<file path="config.mk">
export PLATFORM = sky130hd
export DESIGN_NAME = ssa_ram
export DESIGN_NICKNAME = d
export VERILOG_FILES = /design/src/rtl/ssa_ram.sv
export SDC_FILE = /design/constraint.sdc
export NUM_CORES = 1
export LEC_CHECK = 0
export ABC_AREA = 1
export BUFFER_PORTS_ARGS = -buffer_cell sky130_fd_sc_hd__buf_2
export CAP_MARGIN = 20
export CORE_ASPECT_RATIO = 0.8
export CORE_MARGIN = 2
export CORE_UTILIZATION = 49
export CTS_BUF_LIST = sky130_fd_sc_hd__clkbuf_16
export DETAILED_ROUTE_END_ITERATION = 6
export PLACE_DENSITY = 0.69
export RECOVER_POWER = 100
export SKIP_LAST_GASP = 1
export SYNTH_ARGS = -nofsm -noshare
export SYNTH_HDL_FRONTEND = slang
export SYNTH_SLANG_ARGS = --single-unit
</file>
<file path="constraint.sdc">
create_clock -name clk -period 1.1 [get_ports clk]
set_input_delay 0.055 -clock clk [delete_from_list [all_inputs] [get_ports clk]]
set_output_delay 0.055 -clock clk [all_outputs]
set_load 0.01 [all_outputs]
</file>
<file path="src/rtl/ssa_ram.sv">
// Generic simple dual-port RAM, registered write-first read.
module ssa_ram #(
	parameter int WIDTH = 8,
	parameter int DEPTH = 16
) (
	input  logic                                   clk,
	input  logic                                   we,
	input  logic [(DEPTH > 1 ? $clog2(DEPTH) : 1)-1:0] waddr,
	input  logic [WIDTH-1:0]                       wdata,
	input  logic [(DEPTH > 1 ? $clog2(DEPTH) : 1)-1:0] raddr,
	output logic [WIDTH-1:0]                       rdata
);
	logic [WIDTH-1:0] mem [DEPTH];

	// write port, and read that sees a same-cycle write
	always_ff @(posedge clk) begin
		if (we) begin
			mem[waddr] <= wdata;
		end
		if (we && waddr == raddr) begin
			rdata <= wdata;
		end else begin
			rdata <= mem[raddr];
		end
	end
endmodule

</file>
== Word level (Yosys, flattened, before mapping) ==
Memories as Yosys holds them, arrays and structs flattened. A register that Yosys moved wholly into a read port is not among the register bits.
Index checks and enable logic that the tools add are counted.

* Mux-type cells: 2

{| class="wikitable"
|+ Operator list
! operator !! number
|-
| $mux 1 || 2
|}

* Flip-flop bits (word level): 0
* Bits in writable memories: 128
* Input port bits: 18
* Output and inout port bits: 8
* Memories: 1

{| class="wikitable"
|+ Memories
! name !! depth !! width !! read ports !! clocked after memory_dff !! write ports !! RTL line !! text
|-
| mem || 16 || 8 || 1 || 1 || 1 || 13 || <nowiki>logic [WIDTH-1:0] mem [DEPTH];</nowiki>
|}

== Longest topological paths before layout ==
* Depth after elaboration: 2
* Gate-level depth with buffers: 8
* Gate-level depth less buffers: 7

== Least setup slack after synthesis ==
OpenSTA, ideal clock, no wires.

* Path kind: flip-flop to output port
* Start point: register with a tool-made name
* End point: output port rdata[5]
* Arrival: 972 ps
* Required time: 1,045 ps
* Path slack: 73 ps
* Stages on the path, launching flop included: 8
* Cells stage by stage: dfxtp_1 buf_2 inv_2 buf_2 nand3_1 nand3_1 nand3_1 nand2_1

{| class="wikitable"
|+ RTL lines
! item !! RTL line !! text
|-
| end, declared || 11 || <nowiki>output logic [WIDTH-1:0] rdata</nowiki>
|}

==> metrics.cfg <==
[status]
status=finished with violations
violations=negative setup slack

[finish]
finalInstanceArea_mm2=0.006814
area_growth_pct=19.82
drive_gt1_share_pct=11.15
fin_nets=624
reg_top3=mem (128)
diodes=0
largest_register=mem
layout.cells.non_filler=767
mostFrequentLayoutCells=nand2_1, edfxtp_1, inv_1
largest_reg_flops=128
layout_commonest_cell=nand2_1

[worst_setup_path]
cp_slowest_cell=dfxtp_4
critPathKind=flop to output port
cp_cell_sequence=inv_6 -> bufbuf_16 -> nand2_1 -> nand3_1 -> nand3_1 -> nand3_1 -> nand2_1 -> buf_2
crit_path_frequent_cell=nand3_1
path_max_fanout=10
critPathCaptureType=output port
worst_path_largest_cell_delay_ns=0.38
critPathBufInv=3
critPathLaunchType=flop
required_ns=1.04
arrival_ns=1.71
crit_family=buffers and inverters

[clock_network]
cts_tree=done
clockBufferDepth=2
clkSlewWorstSetupHoldPaths_ns=0.06
cts.sinks=132
cts_buffers=17
cts_root_buffer=clkbuf_16
cts_max_level=4

[die]
num_io_pins=26
die_height_um=100.4
start_util_pct=49.75
die_w_um=124.4
rows=35
core_mm2=0.01143
dieArea_mm2=0.01249

[sta]
fin_crit_sh_pct=160.5
finalMaxSlewViolations=0
hold_violations=0
fmax_mhz=566.4
setup_violations=8
rsz0062_at_grt=true
min_period_ns=1.766
worst_pin_slew_ns=0.9624
hold-worst-slack_ns=0.2294
max_slew_margin_pct=35.84
timing.final.ws_setup_ns=-0.6656

[global_routing]
grt_max_degree=25
grt_pass1_wl_um=20670
grt-ovfl-total=0
gr-usage-all-layers_pct=22.53
antenna_found_initial=0
grt_pass1_vias=3786

[worst_hold_path]
hold_class=input pin to flop

[synth]
synth_top_area_share_pct=67.59
synthTopCellsByArea=edfxtp_1, nand2_1, nand3_1
avgSynthCellArea_um2=10.40
yosysTopAreaCell=edfxtp_1
synth.distinct_cells=12
synthCells=547
synth-seq-cells=132
ys_warn_count=0
yosysSeqAreaShare_pct=69.00
synth_area_mm2=0.005687
synth_nets=565

[flow_run]
maxCapViolations=0

[power_and_ir_drop]
peakVddDrop_v=0.001062
p_switching_mw=2.534
clkPwrFrac_pct=45.8
power_frac_seq_pct=47.4
p_int_mw=9.408
swShare_pct=21.22
power_mw=11.94
p_comb_share_pct=6.8
p_leak_nw=2.944
power.density_mw_per_mm2=1753

[place]
postPlaceCellArea_mm2=0.006160
place_hpwl_um=8230
placedCellCount=728
portBuffers=25
finalWeightedCongestion=0.8718

[drt]
avgViaCountPerCell=5.031
vias=3859
ant_nets=0
routedWlPerCell_um=17.18
drt_iter0_markers=356
drtPass1Iterations=5
drc=0
drt_wl_total_um=13180

-- cell usage after synthesis (all sizes together) --
cell    count
nand3b      2
nor2       17
nand2     173
nand3      97
buf        24
edfxtp    128
dfxtp       4
inv       102
-- area by class of cell --
cell class | instances | area [um2]
fill | 936 | 4616
sequential | 132 | 3929
multi-input combinational | 289 | 1234
timing repair buffer | 64 | 504.2
clock buffer | 17 | 425.4
inverter | 102 | 387.9
tap | 148 | 185.2
clock inverter | 15 | 148.9
-- logic make-up (layout without fill, tap and decap cells) --
family | Yosys count | in the layout | share of synthesized area (%)
flops | 132 | 132 | 69.00
buf+inv | 126 | 198 | 9.659
simple gates | 289 | 289 | 21.34
-- stage by stage --
step / utilization [%] / setup WS [ns] / TNS (ns)
after global placement: 53.89 / -0.1876 / -1.267
final: 59.62 / -0.6656 / -4.834
after global routing: 59.62 / -0.7080 / -5.513
after CTS: 60.12 / -0.6139 / -4.801
after detailed placement: 53.89 / -0.1944 / -1.410
after floorplan: - / 0.07267 / 0
-- path summary, 6_finish.rpt --
path / slack (ns) / start / end / cells after the start
max: -0.67 / flop / rdata[0] / 8
min: 0.23 / wdata[0] / mem[6][0] / 1
-- per-layer routing --
metal  part of all wire, %  GRT usage (%)
met4                   1.2          7.433
met5                     0              0
met3                    10          6.876
met2                    46          36.19
met1                    43          29.71
-- power by group through the flow --
| stage | Combinational (mW) | Clock [mW] | Sequential (mW) |
|---|---|---|---|
| floorplan | 0.430 | 0 | 5.75 |
| global placement | 0.747 | 0 | 5.75 |
| detailed placement | 0.763 | 0 | 5.76 |
| CTS | 0.818 | 5.51 | 5.66 |
| global route | 0.891 | 5.77 | 5.67 |
| finish | 0.811 | 5.47 | 5.66 |
-- repair_timing --
item                       in CTS  in global routing
gates cloned                    2                  0
setup endpoints to repair       8                  8
resized for setup               6                  3
hold buffers                    4                  0
setup buffers                   1                  0
pin swaps                       0                  1
hold endpoints to repair        4                  0
Note: power is estimated with default switching activity, not from simulation.
