### src/rtl/ssa_pkg.sv
// Shared types and constants of the size-class slab allocator.
package ssa_pkg;

	localparam int REQ_W  = 16;
	localparam int ADDR_W = 20;
	localparam int CLS_W  = 4;
	localparam int STAT_W = 2;
	localparam int CFG_W  = 5;

	localparam int HEADER_BYTES = 8;

	// descriptor states
	localparam logic [1:0] ST_EMPTY   = 2'd0;
	localparam logic [1:0] ST_PARTIAL = 2'd2;
	localparam logic [1:0] ST_FULL    = 2'd3;

	// result status codes
	localparam logic [STAT_W-1:0] STAT_OK  = 2'd0;
	localparam logic [STAT_W-1:0] STAT_OOM = 2'd1;
	localparam logic [STAT_W-1:0] STAT_BIG = 2'd2;

	// opcodes
	localparam logic OP_ALLOC = 1'b0;
	localparam logic OP_FREE  = 1'b1;

	typedef struct packed {
		logic             found;
		logic [CLS_W-1:0] cls;
	} class_pick_t;

endpackage

### src/rtl/ssa_class_sel.sv
// Size-class picker: smallest class whose block holds request plus header.
module ssa_class_sel #(
	parameter int MIN_CLASS_LOG2 = 6,
	parameter int MAX_CLASS      = 9
) (
	input  logic [ssa_pkg::REQ_W-1:0] request_bytes,
	output ssa_pkg::class_pick_t      pick
);
	import ssa_pkg::*;

	logic [REQ_W:0] need;

	assign need = (REQ_W+1)'(request_bytes) + (REQ_W+1)'(HEADER_BYTES);

	// downward scan leaves the smallest fitting class
	always_comb begin
		pick = '0;
		for (int c = MAX_CLASS; c >= 0; c--) begin
			if ((33'(1) << (MIN_CLASS_LOG2 + c)) >= 33'(need)) begin
				pick.found = 1'b1;
				pick.cls   = CLS_W'(c);
			end
		end
	end
endmodule

### config.mk
export PLATFORM = sky130hd
export DESIGN_NAME = ssa_class_sel
export DESIGN_NICKNAME = d
export VERILOG_FILES = /design/src/rtl/ssa_pkg.sv /design/src/rtl/ssa_class_sel.sv
export SDC_FILE = /design/constraint.sdc
export NUM_CORES = 1
export LEC_CHECK = 0
export ABC_CLOCK_PERIOD_IN_PS = 2850
export BUFFER_PORTS_ARGS = -buffer_cell sky130_fd_sc_hd__buf_2
export CORE_ASPECT_RATIO = 0.8
export CORE_UTILIZATION = 55
export DETAILED_ROUTE_END_ITERATION = 12
export GPL_TIMING_DRIVEN = 0
export PLACE_DENSITY = 0.8
export SETUP_SLACK_MARGIN = 0.1
export SLEW_MARGIN = 20
export SYNTH_ARGS = -nofsm -noshare
export SYNTH_HDL_FRONTEND = slang
export SYNTH_SLANG_ARGS = --single-unit
### constraint.sdc
create_clock -name vclk -period 2.85
set_clock_uncertainty 0.2 [all_clocks]
set_input_delay 0.1425 -clock vclk [all_inputs]
set_output_delay 0.1425 -clock vclk [all_outputs]
set_load 0.05 [all_outputs]
-- Word-level counts from Yosys, hierarchy flattened
Index checks and enable logic that the tools add are counted.
- bits in registers: 0
- input port bits: 16
- $add $sub $neg: 1
- $lt $le $gt $ge: 10
- muxes and demuxes: 10
- operators by type and width (operator ; count):
    5-bit 2-to-1 mux ; 10
    16-bit by 4-bit adder with 17-bit output, second input constant ; 1
    10-bit by 17-bit greater-or-equal comparator with 1-bit output, first input constant ; 1
    11-bit by 17-bit greater-or-equal comparator with 1-bit output, first input constant ; 1
    12-bit by 17-bit greater-or-equal comparator with 1-bit output, first input constant ; 1
    13-bit by 17-bit greater-or-equal comparator with 1-bit output, first input constant ; 1
    14-bit by 17-bit greater-or-equal comparator with 1-bit output, first input constant ; 1
    15-bit by 17-bit greater-or-equal comparator with 1-bit output, first input constant ; 1
    16-bit by 17-bit greater-or-equal comparator with 1-bit output, first input constant ; 1
    7-bit by 17-bit greater-or-equal comparator with 1-bit output, first input constant ; 1
    8-bit by 17-bit greater-or-equal comparator with 1-bit output, first input constant ; 1
    9-bit by 17-bit greater-or-equal comparator with 1-bit output, first input constant ; 1

-- Longest topological paths before layout
- depth after elaboration: 12
- depth in mapped cells: 9
- mapped depth without buffers: 8

-- Worst setup path after synthesis
No wires, ideal clock.
- kind: input -> output
- from: input port request_bytes[7] (netlist bit)
- to: output port pick[0] (netlist bit)
- arrival time: 2.695 ns
- data required time: 2.508 ns
- setup slack: -0.187 ns
- stages on the path: 9
- buffers on the path: 2
- path through: buf_4 -> nand3_4 -> or3_1 -> buf_6 -> xor2_1 -> a2111oi_0 -> a211oi_1 -> a31oi_1 -> nor4b_2
- RTL lines (what ; RTL line ; RTL):
    from (decl) ; ssa_class_sel.sv:6 ; input logic [ssa_pkg::REQ_W-1:0] request_bytes,
    to (decl) ; ssa_class_sel.sv:7 ; output ssa_pkg::class_pick_t pick

==> impl_summary.md <==
Detailed routing
The DRC violation count after routing is 0. The routed wirelength normalized by instance count is 25.94 um. After detailed routing, the total wire length is slightly above 5 mm. The detailed-router iteration count before antenna repair is 8. The count of nets left with antenna violations after detail routing is 0. The average vias per placed instance is 8.138. Across all layers, the routed design uses 1587 vias. The violation count after the first detailed-routing iteration is 211.

Floorplanning
Measured along the x axis, the die boundary spans 49.79 um. The floorplan step defined a die boundary enclosing 0.002003 sq mm. The number of top-level pins is 21.

In this run the core area contains 13 standard-cell rows. The core outline area is 0.001675 sq mm. The die is 40.23 um tall. The starting density of the core is 59.97%.

Timing
For the final routed database, the setup TNS stands at -0.1038 ns. The hold violation total from the final report is 0. The final critical path takes up 103.6% of the cycle. The worst path in the final design needs a cycle of 2.954 ns, including I/O delays and setup. Setup violations remaining at the end of the flow were counted as 1. Setup slack on the critical path of the routed design comes to -0.1038 ns. The measured slew at the worst slew-check pin is ~0.56 ns. The number of max-slew violations in the final report is 0. The fmax is 0.3386 GHz. Measured against its own limit, the worst slew margin works out to 62.16%. Final hold analysis gives a worst-case slack of about 0.7 ns.

Layout
The footprint of the multi-input gates is 0.001226 sq mm. The filler cells instantiated in the layout total 69. The share of cells above drive strength 1 is 42.77%. The clock buffer count is 0. The share of the core filled with cells in the final layout is 91.41%. From synthesis to final layout, the design area changed by 52.43%. In the finished design the tool counted flip-flops and latches totalling 0. The total inserted antenna cells is 0.

The post-layout instance area is 0.001531 sq mm. After the flow finishes, the layout carries non-filler instances totaling 195. Registers take 0 sq um. The net total in the final layout is 193.

Pwr
IR analysis of the VDD net gives a maximum drop of ~0.00011 V. The total power per unit cell area is ~130 mW/mm^2. The cell leakage power is 0.4978 nW. Overall power consumption after layout is estimated at between 0.15 and 0.2 mW.

Clock network
The number of hold-repair buffers added at the cts stage is 0.

Synth
The gate count of the mapped netlist is 147. Summed over its instances, the top area cell type makes up under 10% of the synthesized netlist area. The post-synthesis cell type count is 56.

The synthesized design spends more area on one cell type than any other, namely xnor2_1. The share of synthesized area occupied by flip-flops and latches is 0%. The post-synthesis area per instance is 6.835 sq um. The count of warnings emitted by yosys is 0. The combined area of all synthesized cells is around 0.001 sq mm.

Among all cell types in the netlist, the one instantiated most often is nand2_1. By area the synthesized netlist is led by xnor2_1, a31oi_1, nand4_1, a21oi_1, nor3_1. When the netlist entered floorplanning its net count stood at 165.

Counting instances in the post-synthesis netlist gives the leading cell types as nand2_1, a21oi_1, nor2_1, nor3_1.

Job
The number of violations of the max-capacitance limit is 0.

GRT
The largest net degree at the start of global routing is 11. The via count of the first global-routing pass is between 1000 and 1500. For this run the aggregate overflow at the end of global routing stands at 0.

In the global route stage, overall resource usage came out at 35.21%. The first global-routing pass estimated 5.292 mm of wire. The number of antenna violations at the first check in global routing is 0.

Critical path
For the worst setup path, the data required time is 2.51 ns. The critical path arrival is 2.61 ns. The nature of the critical path endpoint is an output pin. The startpoint class of the critical path is an input pin. The worst setup path is of the input pin to output pin kind. The largest driver fanout on the critical path is 8.

Status
The final reports fail on negative setup slack. The flow ran to the end, but the final reports show violations.

Placed design
OpenSTA, run right after detailed placement, puts the worst setup slack at -0.3984 ns. The wire-length estimate of the detail-placed layout is 2.410 mm. Port buffering added 17 buffers. The placed standard-cell area is 0.001135 sq mm. Counting tap cells, the placed design contains a total of 186 instances. The placer congestion estimate is 0.9058.

Worst hold path
The min-delay analysis places its worst path in the category input pin to output pin.
-- worst max-delay path, cell delays in order --
cell and delay (ns):
buf_4 0.17, ha_4 0.19, nand3_4 0.17, o31a_1 0.42
a32oi_2 0.36, a2111oi_2 0.15, a211oi_1 0.30, a31oi_1 0.20
nor4b_4 0.32, buf_6 0.19
-- cell families (layout without fill, tap and decap cells) --
| family | count (synthesis) | in the layout | synth area share, % |
|---|---|---|---|
| adders and majority gates | 2 | 2 | 2.490 |
| and+or+nand+nor | 74 | 74 | 44.21 |
| muxes | 2 | 2 | 3.238 |
| buffers and inverters | 13 | 39 | 7.221 |
| xor gates and xnor gates | 12 | 12 | 10.46 |
| AOI/OAI and AO/OA | 44 | 44 | 32.38 |
-- metal layers --
metal	GRT usage, %	part of all wire, %	up-vias
met2	59.80	39	186
met5	0	0	-
met3	4.167	15	76
met4	11.43	11	0
li1	-	-	644
met1	47.26	34	681
-- area by class of cell --
class	count	share of cell area [%]
Multi-Input combinational cell	134	80.07
Inverter	4	0.9804
Timing Repair Buffer	26	12.42
Tap cell	22	1.797
Buffer	9	4.739
-- report_power, final --
group | internal [mW] | leakage (nW) | switching [mW] | total, mW
Sequential | 0 | 0 | 0 | 0
Combinational | 0.0680 | 0.498 | 0.130 | 0.198
Clock | 0 | 0 | 0 | 0
-- worst paths after layout --
check	from	end	slack, ns	depth (start not counted)
worst max-delay path	request_bytes[3]	pick[0]	-0.10	10
worst min-delay path	request_bytes[15]	pick[3]	0.71	4
-- layout by cell type (no fill, tap or decap), types with 3 or more instances in the layout --
cell type  count
buf_6          4
nor3_1         6
a31oi_1        4
nand2_1       12
buf_2         14
nor4_4         3
nor2_1         9
buf_4         14
nand2b_1       3
a21oi_1        8
nor4_1         3
nor3_4         3
a211oi_1       3
nand3_1        6
xnor2_1        7
nand4_1        8
inv_1          4
-- timing repair --
action,4_1_cts,5_1_grt
pin swaps,7,11
endpoints found under the setup margin,5,5
resized for setup,38,22
setup buffers,5,4
Note: power is estimated with default switching activity, not from simulation.
